==> src/design/rcmf_pkg.sv <==
// ----------------------------------------------------------------------------
// rcmf_pkg
// Shared constants and types of the recursive cross median filter: register
// map, register reset values, field widths and the configuration bundle.
// ----------------------------------------------------------------------------
`default_nettype none

package rcmf_pkg;

  localparam int LINE_W     = 16;
  localparam int PPL_W      = 11;
  localparam int POS_W      = 10;
  localparam int APB_ADDR_W = 4;
  localparam int APB_DATA_W = 32;
  localparam int REG_IDX_W  = 2;

  // register indexes, byte address is 4 * index
  localparam logic [REG_IDX_W-1:0] REG_LINE_COUNT  = 2'd0;
  localparam logic [REG_IDX_W-1:0] REG_POSITIONS   = 2'd1;
  localparam logic [REG_IDX_W-1:0] REG_FIRST_LINE  = 2'd2;
  localparam logic [REG_IDX_W-1:0] REG_FIRST_POS   = 2'd3;

  localparam logic [LINE_W-1:0] LINE_COUNT_RST = 16'd480;
  localparam logic [PPL_W-1:0]  POSITIONS_RST  = 11'd640;
  localparam logic [LINE_W-1:0] FIRST_LINE_RST = 16'd1;
  localparam logic [POS_W-1:0]  FIRST_POS_RST  = 10'd1;

  typedef struct packed {
    logic [LINE_W-1:0] line_count;
    logic [PPL_W-1:0]  positions_per_line;
    logic [LINE_W-1:0] first_filtered_line;
    logic [POS_W-1:0]  first_filtered_position;
  } cfg_t;

endpackage

`default_nettype wire

==> src/design/rcmf_cfg_regs.sv <==
// ----------------------------------------------------------------------------
// rcmf_cfg_regs
// APB register file holding the frame geometry and the filter window start.
// ----------------------------------------------------------------------------
`default_nettype none

module rcmf_cfg_regs (
  input  logic                              clk,
  input  logic                              rst,
  input  logic                              psel,
  input  logic                              penable,
  input  logic                              pwrite,
  input  logic [rcmf_pkg::APB_ADDR_W-1:0]   paddr,
  input  logic [rcmf_pkg::APB_DATA_W-1:0]   pwdata,
  output logic [rcmf_pkg::APB_DATA_W-1:0]   prdata,
  output logic                              pready,
  output rcmf_pkg::cfg_t                    cfg
);
  import rcmf_pkg::*;

  logic [REG_IDX_W-1:0] idx;
  logic                 wr_en;

  assign pready = 1'b1;
  assign idx    = paddr[APB_ADDR_W-1:2];
  assign wr_en  = psel && penable && pwrite && pready;

  always_ff @(posedge clk) begin
    if (rst) begin
      cfg.line_count              <= LINE_COUNT_RST;
      cfg.positions_per_line      <= POSITIONS_RST;
      cfg.first_filtered_line     <= FIRST_LINE_RST;
      cfg.first_filtered_position <= FIRST_POS_RST;
    end else if (wr_en) begin
      case (idx)
        REG_LINE_COUNT: cfg.line_count              <= pwdata[LINE_W-1:0];
        REG_POSITIONS:  cfg.positions_per_line      <= pwdata[PPL_W-1:0];
        REG_FIRST_LINE: cfg.first_filtered_line     <= pwdata[LINE_W-1:0];
        REG_FIRST_POS:  cfg.first_filtered_position <= pwdata[POS_W-1:0];
        default: ;
      endcase
    end
  end

  always_comb begin
    case (idx)
      REG_LINE_COUNT: prdata = APB_DATA_W'(cfg.line_count);
      REG_POSITIONS:  prdata = APB_DATA_W'(cfg.positions_per_line);
      REG_FIRST_LINE: prdata = APB_DATA_W'(cfg.first_filtered_line);
      REG_FIRST_POS:  prdata = APB_DATA_W'(cfg.first_filtered_position);
      default:        prdata = '0;
    endcase
  end

endmodule

`default_nettype wire

==> config.mk <==
export PLATFORM = sky130hd
export DESIGN_NAME = rcmf_cfg_regs
export DESIGN_NICKNAME = d
export VERILOG_FILES = /design/src/design/rcmf_pkg.sv /design/src/design/rcmf_cfg_regs.sv
export SDC_FILE = /design/constraint.sdc
export NUM_CORES = 1
export LEC_CHECK = 0
export ABC_AREA = 1
export BUFFER_PORTS_ARGS = -buffer_cell sky130_fd_sc_hd__clkbuf_2
export CORE_UTILIZATION = 50
export CTS_BUF_LIST = sky130_fd_sc_hd__clkbuf_2 sky130_fd_sc_hd__clkbuf_4 sky130_fd_sc_hd__clkbuf_8
export DETAILED_ROUTE_END_ITERATION = 10
export PLACE_DENSITY = 0.86
export SLEW_MARGIN = 20
export SYNTH_ARGS = -nofsm -noshare
export SYNTH_HDL_FRONTEND = slang
export SYNTH_SLANG_ARGS = --single-unit
==> constraint.sdc <==
create_clock -name clk -period 1.2 [get_ports clk]
set_input_delay 0.06 -clock clk [delete_from_list [all_inputs] [get_ports clk]]
set_output_delay 0.06 -clock clk [all_outputs]
set_load 0.005 [all_outputs]
==> results by stage <==
STA:
- Derived from the worst setup path, the maximum achievable clock frequency is 903 MHz.
- Setup repair after global routing left no endpoint under its margin.
- The final hold violation count is 0.
- The final sum of negative setup slack is 0 ns.
- After layout, the worst path uses 92.3% of the clock period.
- The final number of max-transition violations is 0.
- Setup violations remaining at the end of the flow were counted as 0.
- For the final database, setup skew stands at 0 ns.
- The final critical path time including I/O delays and setup is 1.11 ns.

Placement:
- At the end of routability-driven placement, the weighted congestion stood at 0.786.
- In this run the tool buffered the top-level ports with 91 buffer cells.
- After legalization and detailed placement, the total HPWL measured 4860 µm.

CTS:
- After clock tree synthesis, the clock-pin slew on the worst setup and hold paths is 0.09 ns.
- Clock tree synthesis found a total of 53 sinks.
- The H-tree was split into 2 levels.
- TritonCTS built the clock tree.
- The number of post-CTS setup repair buffers is 0.
- Clock latency on the worst-skew pair, taken at its later pin, is 0.31 ns.
- The total CTS buffers is 5.
- The buffer cell driving the clock tree root is sky130_fd_sc_hd__clkbuf_8.
- The maximum count of clock buffers along a single path is 2.

Global routing:
- The first global-routing pass estimated 11100 µm of wire.
- The largest net degree at the start of global routing is 29.
- Summed over all layers, the global routing overflow is 0.
- Global routing consumed, over all layers together, 26.7% of the routing resources.
- The number of antenna violations at the first check in global routing is 0.
- The via count of the first global-routing pass came to 2473.

Yosys:
- After synthesis the netlist holds a flip-flop and latch count of 53.
- The count of warnings emitted by yosys is 0.
- Of the synthesized area, sequential elements account for 41.1%.
- The gate count after technology mapping is 394.
- The area of the mapped netlist is 0.00258 mm².
- After synthesis, the netlist uses 18 different library cells.
- The mean area per synthesized cell is 6.54 µm².

Floorplanning:
- The floorplan core area is 0.00485 mm².
- The floorplan step defined a die boundary enclosing 0.00545 mm².
- The die is 73.8 µm tall.
- The number of placement rows is 25.
- The I/O pin total is 127.
- The width of the die is 73.8 µm.
- The initial utilization of the core area, before any placement, comes to 53.2%.

Critical path:
- The highest fanout seen on the critical path is 7.
- The category of the worst setup path capture point is an output pin.
- The startpoint class of the critical path is an input port.
- The data arrival time of the critical path is 1.05 ns.
- The type of the worst setup path is in2out.
- The data required time at the worst endpoint is 1.14 ns.

Routing:
- The number of nets still failing antenna checks after routing is 0.
- The detailed router finished its first iteration with 214 violations.
- Summed over all layers, the routed wires come to 6800 µm.
- The wire length per cell after detailed routing is 12.1 µm.
- The post-detailed-route DRC marker count is 0.
- The first TritonRoute pass finished after 4 iterations.
- In the routed layout, each cell is associated on average with a via count of 4.99.
- The routed layout has 2815 vias.

Layout:
- In the final layout, the registers with the most flip-flops are cfg (53).
- The number of flip-flops in the largest register is 53.
- The area growth from synthesis to layout is 27.9%.
- The number of inserted diodes is 0.
- Cells with a size suffix above 1 make up 26.4% of the layout.
- The multi-input combinational cells in the finished layout cover a total of 0.00127 mm².
- The register with the highest flop count is cfg.
- After filler insertion, the fill cell instance count of the layout stands at 438.
- The final net count is 537.
- The sequential cells in the finished layout cover a total of 0.00106 mm².

Worst hold path:
- The worst hold path belongs to the class in2reg.

Power and ir drop:
- The total power is 3.34 mW.
- IR analysis of the VDD net gives a maximum drop of 0.000769 V.
- The power density normalized to cell area is 1010 mW/mm².
- The analysis attributes to cell leakage a power of 1.66 nW.

Job:
- The tool flagged a number of max-cap violations equal to 0.

Run status:
- The run finished with clean final reports.
## critical path, stage by stage
cell and delay (ns):
sky130_fd_sc_hd__clkbuf_2 0.13, sky130_fd_sc_hd__nand2_1 0.13, sky130_fd_sc_hd__clkinv_1 0.21, sky130_fd_sc_hd__buf_4 0.23, sky130_fd_sc_hd__nand2_1 0.06, sky130_fd_sc_hd__nand4_1 0.10
sky130_fd_sc_hd__clkbuf_2 0.13
## synth_stat cells
| master | count | area [µm²] |
|---|---|---|
| sky130_fd_sc_hd__nand2_1 | 109 | 409 |
| sky130_fd_sc_hd__conb_1 | 2 | 7.51 |
| sky130_fd_sc_hd__o21ai_0 | 2 | 10.0 |
| sky130_fd_sc_hd__buf_1 | 3 | 11.3 |
| sky130_fd_sc_hd__buf_2 | 12 | 60.1 |
| sky130_fd_sc_hd__inv_1 | 18 | 67.6 |
| sky130_fd_sc_hd__clkinv_1 | 1 | 3.75 |
| sky130_fd_sc_hd__nor2_2 | 1 | 6.26 |
| sky130_fd_sc_hd__a22o_1 | 5 | 43.8 |
| sky130_fd_sc_hd__dfxtp_1 | 53 | 1060 |
| sky130_fd_sc_hd__nand4_1 | 10 | 62.6 |
| sky130_fd_sc_hd__clkbuf_1 | 3 | 11.3 |
| sky130_fd_sc_hd__inv_2 | 2 | 7.51 |
| sky130_fd_sc_hd__nor2_1 | 95 | 357 |
| sky130_fd_sc_hd__nand3_1 | 54 | 270 |
| sky130_fd_sc_hd__nand3_2 | 1 | 10.0 |
| sky130_fd_sc_hd__buf_4 | 21 | 158 |
| sky130_fd_sc_hd__nor2_4 | 2 | 22.5 |
## report_power, final
| part | internal (mW) | switching (mW) |
|---|---|---|
| logic | 0.191 | 0.279 |
| registers | 1.80 | 0.0309 |
| clock network | 0.459 | 0.583 |
| total | 2.45 | 0.893 |
## layout make-up
cell class	instances	share of cell area (%)
multi-input cells	296	38.4
clock buffers	7	2.54
clock inverters	1	0.228
well taps	67	2.54
repair buffers	119	21.7
flip-flops and latches	53	32.2
inverters	21	2.39
## final timing paths
kind	start	cells past startpoint	slack [ns]	endpoint
max	paddr[2]	7	0.09	prdata[8]
min	pwdata[7]	3	0.003	cfg[44]
max reg2reg	cfg[38]	2	0.55	cfg[38]
min reg2reg	cfg[44]	2	0.49	cfg[44]
## through the flow
step	utilization [%]	setup WS (ns)	instance area [µm²]	instances	hold slack [ns]
2_1_floorplan	-	0.402	2640	409	0.186
3_3_place_gp	65.1	0.135	3160	551	0.292
3_5_place_dp	65.1	0.125	3160	551	0.301
4_1_cts	68.0	0.116	3300	564	0.00352
5_1_grt	68.0	0.00267	3300	564	0.0280
6_report	68.0	0.0926	3300	564	0.00301
## routing by layer
metal | global-route usage [%] | wire length (µm) | vias up
met4 | 10.0 | 103 | 0
met2 | 46.0 | 3270 | 132
li1 | - | - | 1401
met3 | 5.49 | 538 | 12
met1 | 32.8 | 2890 | 1270
met5 | 0 | 0 | -
## cell usage in the layout, fill, tap and decap left out
master	synthesis	final
sky130_fd_sc_hd__dlygate4sd3_1	0	5
sky130_fd_sc_hd__clkinv_1	1	1
sky130_fd_sc_hd__clkbuf_4	0	2
sky130_fd_sc_hd__a22o_1	5	5
sky130_fd_sc_hd__inv_2	2	2
sky130_fd_sc_hd__buf_4	21	20
sky130_fd_sc_hd__clkbuf_2	0	91
sky130_fd_sc_hd__clkinvlp_4	0	1
sky130_fd_sc_hd__nand4_1	10	10
sky130_fd_sc_hd__clkbuf_8	0	5
sky130_fd_sc_hd__conb_1	2	17
sky130_fd_sc_hd__nand3_2	1	1
sky130_fd_sc_hd__dfxtp_1	53	53
sky130_fd_sc_hd__inv_1	18	18
sky130_fd_sc_hd__o21ai_0	2	2
sky130_fd_sc_hd__nand2_1	109	109
sky130_fd_sc_hd__buf_12	0	3
sky130_fd_sc_hd__nor2_2	1	3
sky130_fd_sc_hd__nor2_4	2	3
sky130_fd_sc_hd__nor2_1	95	92
sky130_fd_sc_hd__nand3_1	54	54
## cell families (layout without fill, tap and decap cells)
group	Yosys count	count (layout)	share of synthesized area, %
AOI/OAI and AO/OA	7	7	2.09
buffers and inverters	60	148	12.4
DFF	53	53	41.1
other	2	17	0.291
and+or+nand+nor	272	272	44.1
## what timing repair did
item	4_1_cts	5_1_grt
gates resized for setup	0	0
hold buffers	5	0
endpoints found under the hold margin	6	0
No activity file was read; power rests on OpenSTA's default activity.
