## src/design/rcmf_result_fifo.sv

```systemverilog
// ----------------------------------------------------------------------------
// rcmf_result_fifo
// Four-entry result queue taking up to two items per cycle and giving one.
// room is high while two free entries are guaranteed.
// ----------------------------------------------------------------------------
`default_nettype none

module rcmf_result_fifo #(
  parameter int W = 36
) (
  input  logic         clk,
  input  logic         rst,
  input  logic         push_a,
  input  logic [W-1:0] data_a,
  input  logic         push_b,
  input  logic [W-1:0] data_b,
  output logic         room,
  output logic         out_valid,
  input  logic         out_ready,
  output logic [W-1:0] out_data
);
  localparam int DEPTH = 4;

  logic [W-1:0] mem [DEPTH];
  logic [1:0]   wr_ptr;
  logic [1:0]   rd_ptr;
  logic [2:0]   count;
  logic [1:0]   n_push;
  logic         pop;

  assign n_push    = {1'b0, push_a} + {1'b0, push_b};
  assign out_valid = (count != 3'd0);
  assign pop       = out_valid && out_ready;
  assign room      = (count <= 3'(DEPTH - 2));
  assign out_data  = mem[rd_ptr];

  always_ff @(posedge clk) begin
    if (push_a) mem[wr_ptr] <= data_a;
    if (push_b) mem[wr_ptr + 2'd1] <= data_b;
  end

  always_ff @(posedge clk) begin
    if (rst) begin
      wr_ptr <= '0;
      rd_ptr <= '0;
      count  <= '0;
    end else begin
      wr_ptr <= wr_ptr + n_push;
      rd_ptr <= rd_ptr + {1'b0, pop};
      count  <= count + {1'b0, n_push} - {2'b0, pop};
    end
  end

endmodule

`default_nettype wire

```

## config.mk

```make
export PLATFORM = sky130hd
export DESIGN_NAME = rcmf_result_fifo
export DESIGN_NICKNAME = d
export VERILOG_FILES = /design/src/design/rcmf_result_fifo.sv
export SDC_FILE = /design/constraint.sdc
export NUM_CORES = 1
export LEC_CHECK = 0
export BUFFER_PORTS_ARGS = -buffer_cell sky130_fd_sc_hd__buf_2
export CORE_ASPECT_RATIO = 1.4
export CORE_MARGIN = 5
export CORE_UTILIZATION = 53
export CTS_CLUSTER_DIAMETER = 100
export DETAILED_ROUTE_END_ITERATION = 16
export MAX_ROUTING_LAYER = met4
export PLACE_DENSITY_LB_ADDON = 0.25
export SYNTH_ARGS = -nofsm -noshare
export SYNTH_HDL_FRONTEND = slang
export SYNTH_SLANG_ARGS = --single-unit
```

## constraint.sdc

```tcl
create_clock -name clk -period 5.3 [get_ports clk]
set_input_delay 1.06 -clock clk [delete_from_list [all_inputs] [get_ports clk]]
set_output_delay 1.06 -clock clk [all_outputs]
set_load 0.1 [all_outputs]
```

==> results of run 1 <==
==> state kept, by name, summed over array words and instances (netlist names) <==
| register | count |
|---|---|
| mem | 144 |
| count | 3 |
| wr_ptr | 2 |
| rd_ptr | 2 |
==> per-stage QoR <==
step                      setup WS [ns]  instance area [sq um]  utilization
after floorplan                   1.139                   7579            -
after global placement            2.044                   8248       0.5902
after detailed placement          2.032                   8248       0.5902
after CTS                         1.584                   8879       0.6353
after global routing              1.475                   8884       0.6357
final                             1.689                   8886       0.6359
==> logic make-up (layout without fill, tap and decap cells) <==
logic type,count (synthesis),in the layout,share of synthesized area
flops,151,151,0.5891
fa+ha+maj,7,7,0.01255
mux,181,181,0.3391
simple gates,16,16,0.01420
buf+inv,31,162,0.03599
xor+xnor,3,3,0.007099
compound gates,3,3,0.001981
other cells,0,3,0
==> final cells by class <==
type	instances	area share
sequential	151	0.5027
multi-input combinational	210	0.3247
timing repair buffer	123	0.07181
clock buffer	21	0.05182
tap	185	0.02605
clock inverter	11	0.01915
inverter	7	0.002957
antenna	3	0.0008448
==> cells in the final DEF (no fill, tap or decap), drive strengths merged, types with 2 or more instances in the layout <==
master,count
clkinv,3
bufinv,4
edfxtp,144
xnor3,2
ha,6
diode,3
buf,123
mux2,144
mux4,36
dfxtp,7
o21ai,2
clkbuf,21
clkinvlp,3
inv,8
nand3b,2
nor2b,4
nor2,5
==> per-layer routing <==
| metal | up-vias | global-route usage | share of wire |
|---|---|---|---|
| met5 | - | - | 0 |
| met3 | 20 | 0.04013 | 0.045 |
| met4 | 0 | 0.07182 | 0.016 |
| met1 | 2115 | 0.2290 | 0.40 |
| met2 | 111 | 0.3533 | 0.54 |
| li1 | 1834 | - | - |
==> report_power, final <==
part | internal, uW | leakage (uW) | switching (uW)
sequential | 1510 | 0.00141 | 107
combinational | 495 | 0.00161 | 1320
clock | 814 | 0.000300 | 454
total | 2820 | 0.00332 | 1880
==> critical path, stage by stage (launching register included) <==
cell	delay [ns]
dfxtp_2	0.74
buf_4	0.50
mux4_2	0.59
buf_2	0.31
==> how the worst min path moves through the flow <==
stage,endpoint,slack (ns),cells past startpoint
after floorplan,rd_ptr[0]$_SDFF_PP0_,0.56,2
after global placement,count[0]$_SDFF_PP0_,0.60,2
after detailed placement,count[0]$_SDFF_PP0_,0.63,2
after CTS,count[0]$_SDFF_PP0_,0.65,2
after global routing,count[0]$_SDFF_PP0_,0.69,2
final,count[0]$_SDFF_PP0_,0.64,2
==> summary.md, run 1 <==
| Metric | Value |
|---|---|
| Async set or reset register ratio after synthesis | 0 |
| Synth cell count leaders | 144 x edfxtp_1, 104 x mux2_2, 36 x mux4_2 |
| Routability Congestion | about 0.79 |
| TritonCTS buffer count | 17 |
| R2R Setup Slk | 2.72 ns |
| Max Clk Rate | approximately 280 MHz |
| Critical Path End | out_data[35] |
| Drt via density | 5.738 |
| Min Tclk post-route | 3.611 ns |
| Final Hold Fails | 0 |
| Register area share after synthesis | 0.5891 |
| Vias in the first global route | 4561 |
| Finished Layout Cells | ~710 |
| Worst hold start | count[0]$_SDFF_PP0_ |
| CP endpoint kind | primary output |
| Outcome | completed |
| Initial core utilization | 0.5423 |
| Antenna viol nets, final | 0 |
| Die area | 16820 sq um |
| FILL cells | 1026 |
| Largest net degree at the start of global routing | 38 |
| Crit. Startpoint | rd_ptr[0]$_SDFF_PP0_ |
| WL/cell | 22.45 microns |
| Detailed Route WL | 15960 microns |
| CTS Hold Bufs | 0 |
| Setup TNS | 0 ns |
| 1st-iter DRT viols | ~200 |
| Syn_area_per_cell | 19.33 sq um |
| Leading area contributor after synthesis | edfxtp_1 |
| Synth top area share | 0.5706 |
| Core area | 13970 sq um |
| Setup violations, final | 0 |
| HPWL Detailed | 10010 microns |
| Critical Path AT | 2.55 ns |
| Clock sink count | roughly 150 |
| Synth Register Bits | approximately 150 |
| Total global routing overflow | 0 |
| Post-CTS sizing | 0 |
| Max Cap Viol | 0 |
| Row count | 51 |
| DR pass1 iterations | 4 |
| Antenna violations before repair | 2 |
| DR vias | 4080 |
| VDD IR max | 0.4301 mV |
| Period utilization | 0.6814 |
| Most common cell in the netlist | edfxtp_1 |
| CTS tree | built |
| DR DRC count | 0 |
| Tightest hold margin | 0.6364 ns |
| Netlist cell types | 27 |
| Reg2reg start | wr_ptr[1]$_SDFF_PP0_ |
| Total GRT Usage | 0.1999 |
| Worst setup SP type | register |
| Die W | 111.1 microns |
| Area grow syn2layout | 17.25% |
| RSZ-0062 raised after global routing | no |
| Clock Pin Slew Worst Setup and Hold Paths | about 0.060 ns |
| Pleak | 0.003324 uW |
| Synth warnings | 0 |
| Most used DFF post-synth | edfxtp_1 |
| Clock Skew | just under 0.009 ns |
| Path depth of the worst reg2reg path | 3 |
| Synthesized area | 7579 sq um |
| Area occupied by multi-input gates | 2885 sq um |
| Die H | about 150 microns |
| Clk buf depth | 2 |
| FF-to-FF End | mem[0][17]$_DFFE_PP_ |
| First-pass GRT wire length | 24830 microns |
| Buffers added on ports | 114 |
| Syn_nets | 476 |
| Register area | about 4500 sq um |
| WS Path Type | reg2out |
| Design Power | 4705 uW |
| Relative slew slack | 0.2897 |
| Worst Path Required | between 4 and 5 ns |
| I/O pin cnt | 115 |
| Root Buffer | clkbuf_16 |
| Cell count after synthesis | 392 |
| CP max FO | 21 |
| Post-synth EDFFs | 144 |
| Worst slew pin tran | 1.065 ns |
| Final slew viol count | 0 |
| Final #Nets | 594 |
| Postcts setup bufs | 0 |
| Top cells by area, synth | edfxtp_1 57%, mux2_2 15%, mux4_2 11%, mux2_4 6.7%, dfxtp_1 1.8% |
| Share of cells above drive strength 1 | 0.6405 |
| Hold Crit Class | reg2reg |
| Placed Cells | 676 |
| PD cells | ~530 nW/um^2 |
| Clk_lat worst skew | 0.41 ns |
| H-tree depth | 4 |
Power figures use the tool's default switching activity.
==> run 2, diff against run 1 <==
CORE_UTILIZATION = 52   (was 53)
clock period = 3.15 ns   (was 5.3 ns; I/O delays follow)
==> run 2 against run 1 <==
Net effect:
- count of clock-buffer cells in the layout is 2 lower
- highest routed layer unchanged
- non-clock buffer count up 8
- largest power group unchanged
- hold slack lost 0.17 ns
- largest cell class unchanged
- sequential share of layout area decreased by 0.62 points
- critical path depth unchanged
- combinational power increased by 75%
- power is 70% higher
==> summary.md, run 2 (synthesis gave the netlist of run 1 again) <==
| Metric | Value |
|---|---|
| DR DRC count | 0 |
| Outcome | completed |
| Clock Skew | 0.006814 ns |
| First-pass GRT wire length | 24560 microns |
| CP bufs+invs | 2 |
| Die H | 152.8 microns |
| Max Clk Rate | 364.7 MHz |
| Critical path's largest stage delay | 0.56 ns |
| Worst setup SP type | register |
| Placed Cells | just under 700 |
| Post-CTS sizing | 0 |
| Vias in the first global route | 4404 |
| Drt via density | about 5.6 |
| Detailed Route WL | between 15000 and 20000 microns |
| Initial core utilization | 0.5271 |
| Postcts setup bufs | 0 |
| Total global routing overflow | 0 |
| Most flop-heavy register | mem |
| WS Path Type | reg2out |
| Critical Path AT | 2.11 ns |
| PD cells | around 900 nW/um^2 |
| CTS Hold Bufs | 0 |
| Final Hold Fails | 0 |
| Min Tclk post-route | 2.742 ns |
| Largest regs | mem x144, count x3 |
| RSZ-0062 raised after global routing | no |
| VDD IR max | ~0.53 mV |
| DR vias | 4077 |
| Crit path cell chain | buf_12, mux4_2, buf_2 |
| FILL cells | 1031 |
| Design Power | 8010 uW |
| Pre-CTS setup slack | 0.6664 ns |
| Max reg flops | between 100 and 150 |
| Root Buffer | clkbuf_16 |
| Row count | 52 |
| WL/cell | 21.92 microns |
| Clock sink count | 151 |
| Share of cells above drive strength 1 | 0.6460 |
| CP max FO | 19 |
| Relative slew slack | 0.3088 |
| CP top delay family | buffers and inverters |
| Finished Layout Cells | 722 |
| Core Util, Final | 0.6257 |
| Most frequent cells in the layout | 144 x edfxtp_1, 114 x buf_2, 104 x mux2_2, 36 x mux4_2, 34 x mux2_4 |
| Buffers added on ports | around 110 |
| Clk_lat worst skew | 0.42 ns |
| Total GRT Usage | 0.1944 |
| Slowest stage cell, crit path | mux4_2 |
| I/O pin cnt | 115 |
| Area grow syn2layout | 18.71% |
| Hold Crit Class | in2reg |
| Die area | 17120 sq um |
| Largest net degree at the start of global routing | 37 |
| Antenna violations before repair | 2 |
| Final #Nets | 602 |
| DR pass1 iterations | 4 |
| TritonCTS buffer count | 17 |
| Setup violations, final | 0 |
| Pleak | 0.003365 uW |
| Commonest non-fill, non-tap cell in the layout | edfxtp_1 |
| Setup slack after layout | ~0.41 ns |
| Clock Pin Slew Worst Setup and Hold Paths | 0.06 ns |
| Max Cap Viol | 0 |
| Die W | roughly 110 microns |
| CTS tree | built |
| Tightest hold margin | 0.4656 ns |
| HPWL Detailed | between 9000 and 10000 microns |
| Period utilization | 0.8705 |
| CP endpoint kind | primary output |
| Worst slew pin tran | 1.033 ns |
| Final slew viol count | 0 |
| Clk buf depth | 2 |
| 1st-iter DRT viols | roughly 160 |
| Antenna viol nets, final | 0 |
| H-tree depth | 4 |
| Core area | 14380 sq um |
| Worst Path Required | ~2.5 ns |
| Routability Congestion | 0.7273 |
[run 2: cell types whose count changed in the layout (fill, tap and decap cells not counted), moves of 2 or more]
cell	change
buf_12	+4
buf_4	+4
clkbuf_8	-2
clkinv_2	-2
clkinvlp_4	+2
inv_6	+2
[run 2: where the power goes]
group          leakage [uW]  internal (uW)  switching, uW
registers           0.00141           2540            125
clock network      0.000289           1340            816
logic               0.00167            891           2300
total               0.00336           4770           3240
[run 2: layout make-up]
class,instances,area (sq um),share of cell area
inverters,7,26.28,0.002921
multi-input cells,210,2885,0.3207
well taps,189,236.5,0.02629
diodes,2,5.005,0.0005563
repair buffers,131,748.2,0.08317
clock buffers,19,432.9,0.04812
clock inverters,13,195.2,0.02170
flip-flops and latches,151,4467,0.4965
[run 2: layer usage]
layer / GRT usage / up-vias / part of all wire
met5: - / - / 0
met3: 0.05419 / 11 / 0.049
met1: 0.2316 / 2110 / 0.42
li1: - / 1854 / -
met4: 0.06186 / 0 / 0.0076
met2: 0.3222 / 102 / 0.53
[run 2: through the flow]
step / area [sq um] / setup TNS (ns)
after global routing: 8996 / 0
after detailed placement: 8363 / 0
after global placement: 8363 / 0
after CTS: 8991 / 0
final: 8996 / 0
after floorplan: 7579 / -41.82
[run 2: path summary, 6_finish.rpt]
check / cells past startpoint / slack [ns] / to / from
max: 3 / 0.41 / out_data[35] / rd_ptr[0]$_SDFF_PP0_
max reg2reg: 3 / 0.83 / mem[2][30]$_DFFE_PP_ / wr_ptr[1]$_SDFF_PP0_
min reg2reg: 2 / 0.64 / count[2]$_SDFF_PP0_ / count[2]$_SDFF_PP0_
min: 2 / 0.47 / rd_ptr[1]$_SDFF_PP0_ / rst
[run 2: worst register-to-register path, stage by stage (launching register included)]
cell	delay (ns)
dfxtp_1	0.63
inv_1	0.21
o21ai_4	0.86
buf_4	0.32
