`config.mk`:
```
export PLATFORM = sky130hd
export DESIGN_NAME = rcmf_median5
export DESIGN_NICKNAME = d
export VERILOG_FILES = /design/src/design/rcmf_median5.sv
export SDC_FILE = /design/constraint.sdc
export NUM_CORES = 1
export LEC_CHECK = 0
export BUFFER_PORTS_ARGS = -buffer_cell sky130_fd_sc_hd__buf_2
export CAP_MARGIN = 0
export CORE_MARGIN = 4
export CORE_UTILIZATION = 60
export DETAILED_ROUTE_END_ITERATION = 8
export PLACE_DENSITY_LB_ADDON = 0.05
export SLEW_MARGIN = 25
export SYNTH_ARGS = -nofsm -noshare
export SYNTH_HDL_FRONTEND = slang
export SYNTH_SLANG_ARGS = --single-unit
```
`constraint.sdc`:
```
create_clock -name vclk -period 3.96
set_clock_uncertainty 0.2 [all_clocks]
set_input_delay 0.396 -clock vclk [all_inputs]
set_output_delay 0.396 -clock vclk [all_outputs]
set_load 0.01 [all_outputs]
```
`src/design/rcmf_median5.sv`:
```
// ----------------------------------------------------------------------------
// rcmf_median5
// Median of five values by parallel ranking: each input is ranked against the
// other four with ties broken by input order, the one of middle rank wins.
// ----------------------------------------------------------------------------
`default_nettype none

module rcmf_median5 #(
  parameter int W = 8
) (
  input  logic [W-1:0] a,
  input  logic [W-1:0] b,
  input  logic [W-1:0] c,
  input  logic [W-1:0] d,
  input  logic [W-1:0] e,
  output logic [W-1:0] med
);
  localparam int N   = 5;
  localparam int MID = 2;

  logic [W-1:0] v    [N];
  logic [2:0]   rank [N];

  assign v[0] = a;
  assign v[1] = b;
  assign v[2] = c;
  assign v[3] = d;
  assign v[4] = e;

  always_comb begin
    for (int i = 0; i < N; i++) begin
      rank[i] = '0;
      for (int j = 0; j < N; j++) begin
        if (j < i) begin
          if (v[j] <= v[i]) rank[i] = rank[i] + 3'd1;
        end else if (j > i) begin
          if (v[j] < v[i]) rank[i] = rank[i] + 3'd1;
        end
      end
    end
  end

  // ranks form a permutation, so exactly one input sits in the middle
  always_comb begin
    med = '0;
    for (int i = 0; i < N; i++) begin
      if (rank[i] == 3'(MID)) med = med | v[i];
    end
  end

endmodule

`default_nettype wire

```
==> results of run 1 <==
## worst max-delay path by stage
| stage | from | endpoint | cells after the start |
|---|---|---|---|
| after floorplan | e[3] | med[0] | 14 |
| after global placement | e[7] | med[6] | 16 |
| after detailed placement | e[7] | med[4] | 16 |
| after CTS | a[5] | med[0] | 16 |
| after global routing | a[7] | med[7] | 16 |
| final | a[7] | med[7] | 16 |
## layout by cell type, fill, tap and decap left out, drive strengths merged, types with 2 or more instances in the layout
| cell type | count |
|---|---|
| nand3 | 12 |
| and4b | 2 |
| a211oi | 2 |
| a32oi | 8 |
| o31a | 2 |
| o31ai | 2 |
| nand2 | 16 |
| o211ai | 6 |
| o22ai | 2 |
| xnor2 | 5 |
| nor3 | 2 |
| a21oi | 43 |
| or2 | 2 |
| a22oi | 8 |
| nor2 | 15 |
| and2 | 2 |
| nor2b | 6 |
| a211o | 9 |
| o21a | 5 |
| a21o | 3 |
| ha | 93 |
| inv | 47 |
| nand4 | 21 |
| o21ai | 17 |
| buf | 106 |
| a2111oi | 2 |
| mux2i | 4 |
| nand2b | 3 |
## Yosys cell counts (2+ instances only)
library cell,count,share of area
ha_1,93,0.43
inv_1,44,0.061
a21oi_1,41,0.076
nand4_1,21,0.048
nand2_1,16,0.022
nor2_1,15,0.021
a211o_1,9,0.029
o21ai_0,9,0.017
a22oi_1,8,0.022
a32oi_1,8,0.026
nand3_2,8,0.029
o21ai_1,8,0.015
nor2b_1,6,0.014
o211ai_1,6,0.017
o21a_1,5,0.014
xnor2_1,5,0.016
mux2i_1,4,0.015
nand3_1,4,0.0074
a21o_1,3,0.0083
inv_2,3,0.0041
nand2b_1,3,0.0069
a2111oi_0,2,0.0065
a211oi_1,2,0.0055
and4b_1,2,0.0074
buf_2,2,0.0037
nor3_1,2,0.0037
o22ai_1,2,0.0046
o31a_1,2,0.0065
o31ai_1,2,0.0055
or2_1,2,0.0046
## per-layer routing
metal  vias up  global-route usage  share of wire
li1       1572                   -              -
met1      1675              0.3943           0.35
met2       347              0.5745           0.46
met3       125             0.03071          0.099
met4         0             0.09709          0.084
met5         -                   0              0
## per-stage QoR
step,cells,utilization,setup slack [ps]
after floorplan,354,-,249.3
after global placement,500,0.7759,-192.1
after detailed placement,500,0.7759,-171.1
after CTS,501,0.7991,2.619
after global routing,508,0.9273,-316.3
final,508,0.9273,-165.8
## logic make-up after synthesis
logic type	share of synthesized area
adder cells (fa/ha/maj)	0.4286
AND/OR/NAND/NOR	0.1931
buffers and inverters	0.07143
multiplexers	0.01475
XOR/XNOR	0.01935
AO/OA/AOI/OAI	0.2728
## power groups by stage
| stage | clock [W] | combinational (W) | sequential, W |
|---|---|---|---|
| 2_1_floorplan | 0 | 0.000484 | 0 |
| 3_3_place_gp | 0 | 0.000750 | 0 |
| 3_5_place_dp | 0 | 0.000772 | 0 |
| 4_1_cts | 0 | 0.000813 | 0 |
| 5_1_grt | 0 | 0.00118 | 0 |
| 6_report | 0 | 0.00112 | 0 |
## final cells by class
cell class                      count  share of cell area
Inverter                           47             0.04741
Tap cell                           52             0.01611
Timing Repair Buffer              106              0.2017
Multi-Input combinational cell    303              0.7347
## what timing repair did
action                                  CTS  global route
gates resized for setup                  14           101
setup buffers                             1             6
pin swaps                                 3            49
endpoints found under the setup margin    8             8
gates cloned                              0             1
==> summary.md, run 1 <==
| Metric | Value |
|---|---|
| CP endpoint kind | `primary output` |
| # fillers | `approximately 150` |
| Mapped cell area | `2715 µm²` |
| Clk pwr share | `0` |
| Hold Path Class | `input pin to primary output` |
| Avg Cell Area, Syn | `roughly 7.7 µm²` |
| Hold Path Cell Cnt | `4` |
| Final Instance Area | `4038 µm²` |
| Worst-path cell chain | `buf_2 -> ha_1 -> nand4_1 -> or2_1 -> o21a_2 -> buf_4 -> nor2_2 -> nand2_1 -> o21ai_0 -> ha_1 -> and3b_1 -> a221oi_2 -> buf_4 -> a211o_1 -> nand3_2 -> buf_6` |
| Final period utilization | `1.042` |
| Sequential cell count | `0` |
| Sequential cell area fraction in the yosys report | `0` |
| Initial antenna violation count | `0` |
| WL/cell | `24.64 µm` |
| Final count of hold timing violations | `0` |
| Ports | `48` |
| Crit start category | `input pin` |
| Pre-antenna DRT Iters | `7` |
| Comb power frac | `1.000` |
| Residual DRC count | `0` |
| Ant diodes | `0` |
| Worst Hold End | `med[0]` |
| Vias in the first global route | `approximately 3k` |
| Multi-input gate area | `2967 µm²` |
| Max-slew violations | `0` |
| Status | `finished, violations left` |
| FMAX | `0.2424 GHz` |
| Vias per inst | `between 7 and 8` |
| Maximum VDD drop | `294.0 µV` |
| First-pass GRT wire length | `approximately 14000 µm` |
| GRT overflow | `0` |
| Unique masters post-synth | `47` |
| Syn Nets | `487` |
| Reg area | `0 µm²` |
| Slowest cell on crit path | `ha_1` |
| Antenna Violating Nets Remaining | `0` |
| Reg power frac | `0` |
| Height of the die | `roughly 75 µm` |
| Area Growth Syn to Fin | `48.71%` |
| Clkbuf count | `0` |
| Yosys warnings | `0` |
| Worst slew pin tran | `around 560 ps` |
| Area after DPL | `between 3000 and 4000 µm²` |
| Top Family by Delay on Critical Path | `simple AND/OR/NAND/NOR gates` |
| I/O Buffers | `between 40 and 50` |
| Pin count of the biggest net entering global routing | `13` |
| Hold_ws | `between 900 and 1000 ps` |
| Core ar. | `about 4400 µm²` |
| Final setup viols | `8` |
| Final setup slack of the worst path | `-165.8 ps` |
| Syn Inst Count | `~350` |
| Pwr/cell area | `roughly 280 nW/µm²` |
| Worst Setup Path Type | `input pin to primary output` |
| Normalized max-slew margin | `0.6247` |
| Minimum clock period | `about 4100 ps` |
| Setup_tns | `-1144 ps` |
| Pwr Total | `about 0.0011 W` |
| Hold_buf cts | `0` |
| Max Cap Viol | `0` |
| GP Congestion | `between 0.9 and 1` |
| Die area | `5666 µm²` |
| RSZ-0062 raised after global routing | `true` |
| GRT Total Usage | `0.3176` |
| Worst Path Required | `roughly 3400 ps` |
| Net Sw Power | `roughly 0.0006 W` |
| CP bufs+invs | `4` |
| Max stage delay on crit path | `360 ps` |
| Vias | `3719` |
| Initial drt markers | `about 500` |
| Worst min-delay path startpoint | `a[0]` |
| Pint | `0.0005241 W` |
| Leakage power | `approximately 1.9 nW` |
| Site row count | `24` |
| Die W | `between 70 and 80 µm` |
| Critical path data arrival time | `around 3500 ps` |
| Final-stage net count | `~590` |
| Peak fanout along the critical path | `8` |
| Switching share of power | `0.5326` |
| Post-DP HPWL | `between 7000 and 8000 µm` |
| Failing checks | `negative setup slack` |
| Fraction of layout cells with a size suffix above 1 | `0.4254` |
| Initial Utilization | `0.6236` |
| Post-Route WL | `around 13000 µm` |
Power figures use the tool's default switching activity.
==> inputs of run 2 (changes only) <==
--- a/config.mk
+++ b/config.mk
@@ -7,2 +7,3 @@
 export LEC_CHECK = 0
+export ABC_CLOCK_PERIOD_IN_PS = 3960
 export BUFFER_PORTS_ARGS = -buffer_cell sky130_fd_sc_hd__buf_2
==> constraint.sdc (replaced) <==
create_clock -name vclk -period 3.96
set_clock_uncertainty 0.2 [all_clocks]
set_input_delay 1.188 -clock vclk [all_inputs]
set_output_delay 1.188 -clock vclk [all_outputs]
set_load 0.01 [all_outputs]
==> summary.md, run 2 <==
| Metric | Value |
|---|---|
| Syn Nets | `between 400 and 500` |
| Area leader, netlist | `ha_1` |
| Area share of the largest cell type after synthesis | `0.4286` |
| Postcts setup bufs | `20` |
| Top cells by count, synth | `ha_1, inv_1, a21oi_1` |
| Ports | `48` |
| I/O Buffers | `48` |
| Mapped cell area | `between 2000 and 3000 µm²` |
| First error | `[ERROR DPL-0038] Utilization greater than 100%, impossible to legalize` |
| Sequential cell area fraction in the yosys report | `0` |
| Initial Utilization | `0.6236` |
| Pre-CTS WS | `-1693 ps` |
| GP Congestion | `about 0.96` |
| Yosys warnings | `0` |
| Failing step | `4_1_cts` |
| Status | `stopped before the end` |
| Resize count post-CTS | `182` |
| Height of the die | `~75 µm` |
| Post-DP HPWL | `8315 µm` |
| Count leader, synth | `ha_1` |
| Hold_buf cts | `0` |
| Die W | `75.27 µm` |
| Syn Inst Count | `about 350` |
| Avg Cell Area, Syn | `7.670 µm²` |
| Site row count | `24` |
| Unique masters post-synth | `47` |
| Largest cells by area after synthesis | `ha_1, a21oi_1, inv_1` |
| Area after DPL | `3719 µm²` |
==> run 2: logic make-up after synthesis <==
group | count (synthesis) | share of synthesized area
compound gates | 112 | 0.2728
xor+xnor | 6 | 0.01935
fa+ha+maj | 93 | 0.4286
buf+inv | 51 | 0.07143
mux | 4 | 0.01475
simple gates | 88 | 0.1931
==> run 2: stage by stage <==
step,std cells,hold slack (ps)
after floorplan,354,2309
after global placement,539,2522
after detailed placement,539,2521
==> inputs of run 3 (changes only) <==
CORE_UTILIZATION = 40   (was 60)
PLACE_DENSITY_LB_ADDON = 0.15   (was 0.05)
==> summary.md, run 3 (same netlist as run 1, synthesis figures left out) <==
| Metric | Value |
|---|---|
| Area Growth Syn to Fin | `75.16%` |
| Maximum VDD drop | `about 240 µV` |
| Clk pwr share | `0` |
| Initial Utilization | `0.4204` |
| Reg area | `0 µm²` |
| Max Cap Viol | `0` |
| Leakage power | `between 2 and 2.5 nW` |
| Antenna Violating Nets Remaining | `0` |
| Comb power frac | `1.000` |
| Max-slew violations | `0` |
| Sequential cell count | `0` |
| RSZ-0062 raised after global routing | `true` |
| Critical path data arrival time | `approximately 4200 ps` |
| Worst Setup Path Type | `input pin to primary output` |
| Switching share of power | `0.4803` |
| Post-Route WL | `11020 µm` |
| Die area | `a little over 8000 µm²` |
| Failing checks | `negative setup slack` |
| Peak fanout along the critical path | `8` |
| Core ar. | `roughly 6500 µm²` |
| Vias per inst | `5.819` |
| Site row count | `29` |
| WL/cell | `18.64 µm` |
| Hold_ws | `between 2000 and 3000 ps` |
| Ant diodes | `0` |
| Ports | `48` |
| Net Sw Power | `roughly 0.00058 W` |
| Worst Path Required | `2570 ps` |
| Initial antenna violation count | `0` |
| Clkbuf count | `0` |
| Worst-path cell chain | `buf_2 -> inv_2 -> buf_4 -> ha_4 -> nand4_1 -> nor2_2 -> a211oi_2 -> nor2_1 -> buf_4 -> buf_12 -> nor2_1 -> a21oi_1 -> ha_1 -> and2_4 -> mux2i_4 -> mux2i_4 -> buf_12 -> a32oi_4 -> nand3_2 -> buf_6` |
| Pint | `0.0006309 W` |
| GRT Total Usage | `0.2600` |
| CP endpoint kind | `primary output` |
| GP Congestion | `between 0.9 and 1` |
| First-pass GRT wire length | `17800 µm` |
| Vias in the first global route | `approximately 3.7k` |
| Finished Layout Cells | `591` |
| GRT overflow | `0` |
| Hold Path Class | `input pin to primary output` |
| Reg power frac | `0` |
| Commonest non-fill, non-tap cell in the layout | `buf_4` |
| Pin count of the biggest net entering global routing | `9` |
| Fraction of layout cells with a size suffix above 1 | `0.5233` |
| Post-DP HPWL | `approximately 8400 µm` |
| Hold_buf cts | `0` |
| FMAX | `0.1792 GHz` |
| Slowest cell on crit path | `ha_4` |
| Vias | `between 3k and 4k` |
| Normalized max-slew margin | `0.6136` |
| DP Cell Count | `approximately 570` |
| Final setup slack of the worst path | `-1622 ps` |
| Minimum clock period | `around 5600 ps` |
| Pwr/cell area | `255.3 nW/µm²` |
| Final setup viols | `8` |
| Max stage delay on crit path | `260 ps` |
| Height of the die | `~90 µm` |
| Crit start category | `input pin` |
| Die W | `90.39 µm` |
| Final period utilization | `1.410` |
| Initial drt markers | `170` |
| Pre-antenna DRT Iters | `4` |
| Commonest non-fill, non-tap cells in the layout | `buf_4, ha_1, a21oi_1` |
| Final-stage net count | `649` |
| Pwr Total | `between 0.001 and 0.0015 W` |
| Status | `finished, violations left` |
| Final count of hold timing violations | `0` |
| Residual DRC count | `0` |
| I/O Buffers | `48` |
| Worst slew pin tran | `579.5 ps` |
[run 3: what timing repair did]
item / CTS / global route
gates resized for setup: 122 / 16
buffers inserted: 13 / 7
pin swaps: 54 / 22
endpoints found under the setup margin: 8 / 8
endpoints found under the hold margin: 0 / 0
[run 3: worst paths after layout]
check             start  endpoint  depth (start not counted)  slack [ps]
setup / recovery   d[5]    med[3]                         20       -1620
hold / removal     e[2]    med[2]                          4        2520
[run 3: power by group through the flow]
| stage | sequential (W) | combinational (W) | clock [W] |
|---|---|---|---|
| after CTS | 0 | 0.00113 | 0 |
| final | 0 | 0.00121 | 0 |
| after detailed placement | 0 | 0.000863 | 0 |
| after global placement | 0 | 0.000839 | 0 |
| after global routing | 0 | 0.00131 | 0 |
| after floorplan | 0 | 0.000494 | 0 |
[run 3: metrics by stage]
step	setup WS, ps	setup TNS (ps)	util	instance area, µm²
final	-1622	-12780	0.7363	4756
after CTS	-1538	-12190	0.7137	4609
after floorplan	-1205	-9637	-	2750
after global placement	-1712	-13630	0.5911	3817
after global routing	-1744	-13770	0.7363	4756
after detailed placement	-1800	-14270	0.5911	3817
[run 3: critical path, delay by kind of cell]
family / cells / cell delay (ps)
buffers and inverters: 7 / 920
multiplexers: 2 / 260
AND/OR/NAND/NOR: 6 / 910
AO/OA/AOI/OAI: 3 / 410
adder cells (fa/ha/maj): 2 / 500
[run 3: per-layer routing]
layer  part of all wire  wire, µm  GRT usage  vias up
met5                  0         0          0        -
met4              0.019       204    0.05740        0
met3              0.043       469    0.02500       17
met2               0.51      5588     0.4922       96
met1               0.43      4754     0.3138     1636
li1                   -         -          -     1690
[run 3: cell type report]
cell class,instances,area (µm²)
timing repair buffer,164,1300
inverter,47,186.4
multi-input combinational,303,3173
fill,451,1703
tap,77,96.34
==> inputs of run 4 (changes only) <==
TNS_END_PERCENT = 20   (was not set)
==> summary.md, run 4 (same netlist as run 1, synthesis figures left out) <==
| Metric | Value |
|---|---|
| Status | `finished, violations left` |
| Failing checks | `negative setup slack` |
| Hold Path Class | `input pin to primary output` |
| Die W | `90.39 µm` |
| Pin count of the biggest net entering global routing | `11` |
| Final setup viols | `8` |
| Vias in the first global route | `3487` |
| FMAX | `approximately 0.18 GHz` |
| Reg area | `0 µm²` |
| Initial antenna violation count | `0` |
| Clk pwr share | `0` |
| Crit start category | `input pin` |
| Post-Route WL | `a little over 10000 µm` |
| Max Cap Viol | `0` |
| Final setup slack of the worst path | `-1581 ps` |
| Critical path data arrival time | `4150 ps` |
| Clkbuf count | `0` |
| Max-slew violations | `0` |
| Hold_buf cts | `0` |
| I/O Buffers | `48` |
| Reg power frac | `0` |
| Leakage power | `between 2 and 2.5 nW` |
| Commonest non-fill, non-tap cell in the layout | `buf_4` |
| Worst Path Required | `about 2600 ps` |
| Height of the die | `around 90 µm` |
| Setup_tns | `-12260 ps` |
| Post-DP HPWL | `8060 µm` |
| Worst Setup Path Type | `input pin to primary output` |
| Normalized max-slew margin | `0.6894` |
| Multi-input gate area | `3122 µm²` |
| Residual DRC count | `0` |
| First-pass GRT wire length | `around 16000 µm` |
| Final count of hold timing violations | `0` |
| GP Congestion | `~0.87` |
| GRT overflow | `0` |
| Initial Utilization | `0.4204` |
| Peak fanout along the critical path | `8` |
| Net Sw Power | `roughly 0.00058 W` |
| Minimum clock period | `roughly 5500 ps` |
| Switching share of power | `0.4847` |
| Worst min-delay path startpoint | `e[5]` |
| WL/cell | `approximately 18 µm` |
| Final-stage net count | `636` |
| Worst slew pin tran | `~450 ps` |
| Pre-CTS WS | `-1676 ps` |
| RSZ-0062 raised after global routing | `true` |
| GRT Total Usage | `0.2383` |
| Area Growth Syn to Fin | `70.23%` |
| Sequential cell count | `0` |
| Pint | `0.0006142 W` |
| Initial drt markers | `~130` |
| CP endpoint kind | `primary output` |
| Fraction of layout cells with a size suffix above 1 | `0.5130` |
| Pwr/cell area | `between 200 and 300 nW/µm²` |
| # fillers | `~490` |
| Final core occ | `0.7156` |
| Ports | `48` |
| Final period utilization | `1.399` |
| Maximum VDD drop | `221.3 µV` |
| Pre-antenna DRT Iters | `4` |
| Antenna Violating Nets Remaining | `0` |
| Commonest non-fill, non-tap cells in the layout | `buf_4, ha_1, a21oi_1` |
| Vias per inst | `between 5 and 6` |
| Die area | `between 8000 and 9000 µm²` |
| Hold_ws | `around 2500 ps` |
| Vias | `around 3.3k` |
| Ant diodes | `0` |
| Worst Setup SP | `b[5]` |
| Core ar. | `6459 µm²` |
| Site row count | `29` |
| Comb power frac | `1.000` |
==> run 4: path summary, 6_finish.rpt <==
kind                  cells after the start  slack, ps  endpoint
worst max-delay path                     17      -1580    med[3]
worst min-delay path                      4       2480    med[5]
==> run 4: per-layer routing <==
metal / part of all wire / track usage / vias up / wire (µm)
li1: - / - / 1653 / -
met1: 0.45 / 0.2984 / 1529 / 4679
met2: 0.48 / 0.4263 / 104 / 4978
met3: 0.040 / 0.02667 / 20 / 414
met4: 0.028 / 0.07015 / 0 / 293
met5: 0 / 0 / - / 0
==> run 4: power groups by stage <==
stage | logic [W] | registers (W) | clock network (W)
CTS | 0.00105 | 0 | 0
floorplan | 0.000494 | 0 | 0
global placement | 0.000826 | 0 | 0
global route | 0.00128 | 0 | 0
detailed placement | 0.000846 | 0 | 0
finish | 0.00119 | 0 | 0
==> run 4: layout make-up <==
class                           instances  share of cell area
Tap cell                               77             0.02084
Multi-Input combinational cell        303              0.6754
Timing Repair Buffer                  151              0.2602
Inverter                               47             0.04358
==> run 4: through the flow <==
step                      instance area [µm²]  instances   power, W
final                                    4622        578   0.001192
after global routing                     4622        578   0.001285
after CTS                                4232        571   0.001049
after detailed placement                 3737        564  0.0008461
after global placement                   3737        564  0.0008257
after floorplan                          2750        354  0.0004942
==> run 4: critical path: stages <==
cell      delay (ps)
buf_4            140
inv_1             70
ha_1             300
nand4_1          140
or2_1            260
o21a_2           170
inv_2            100
ha_4             210
xnor2_2          120
ha_1             280
nand2b_1         130
nor3_2            60
o32a_2           390
buf_12           160
a22oi_2          170
nand3_2          110
buf_6            140
==> run 4: timing repair <==
action,in CTS,in global routing
resized for setup,90,62
pin swaps,40,48
buffers inserted,8,6
endpoints found under the setup margin,8,8
gates cloned,0,1
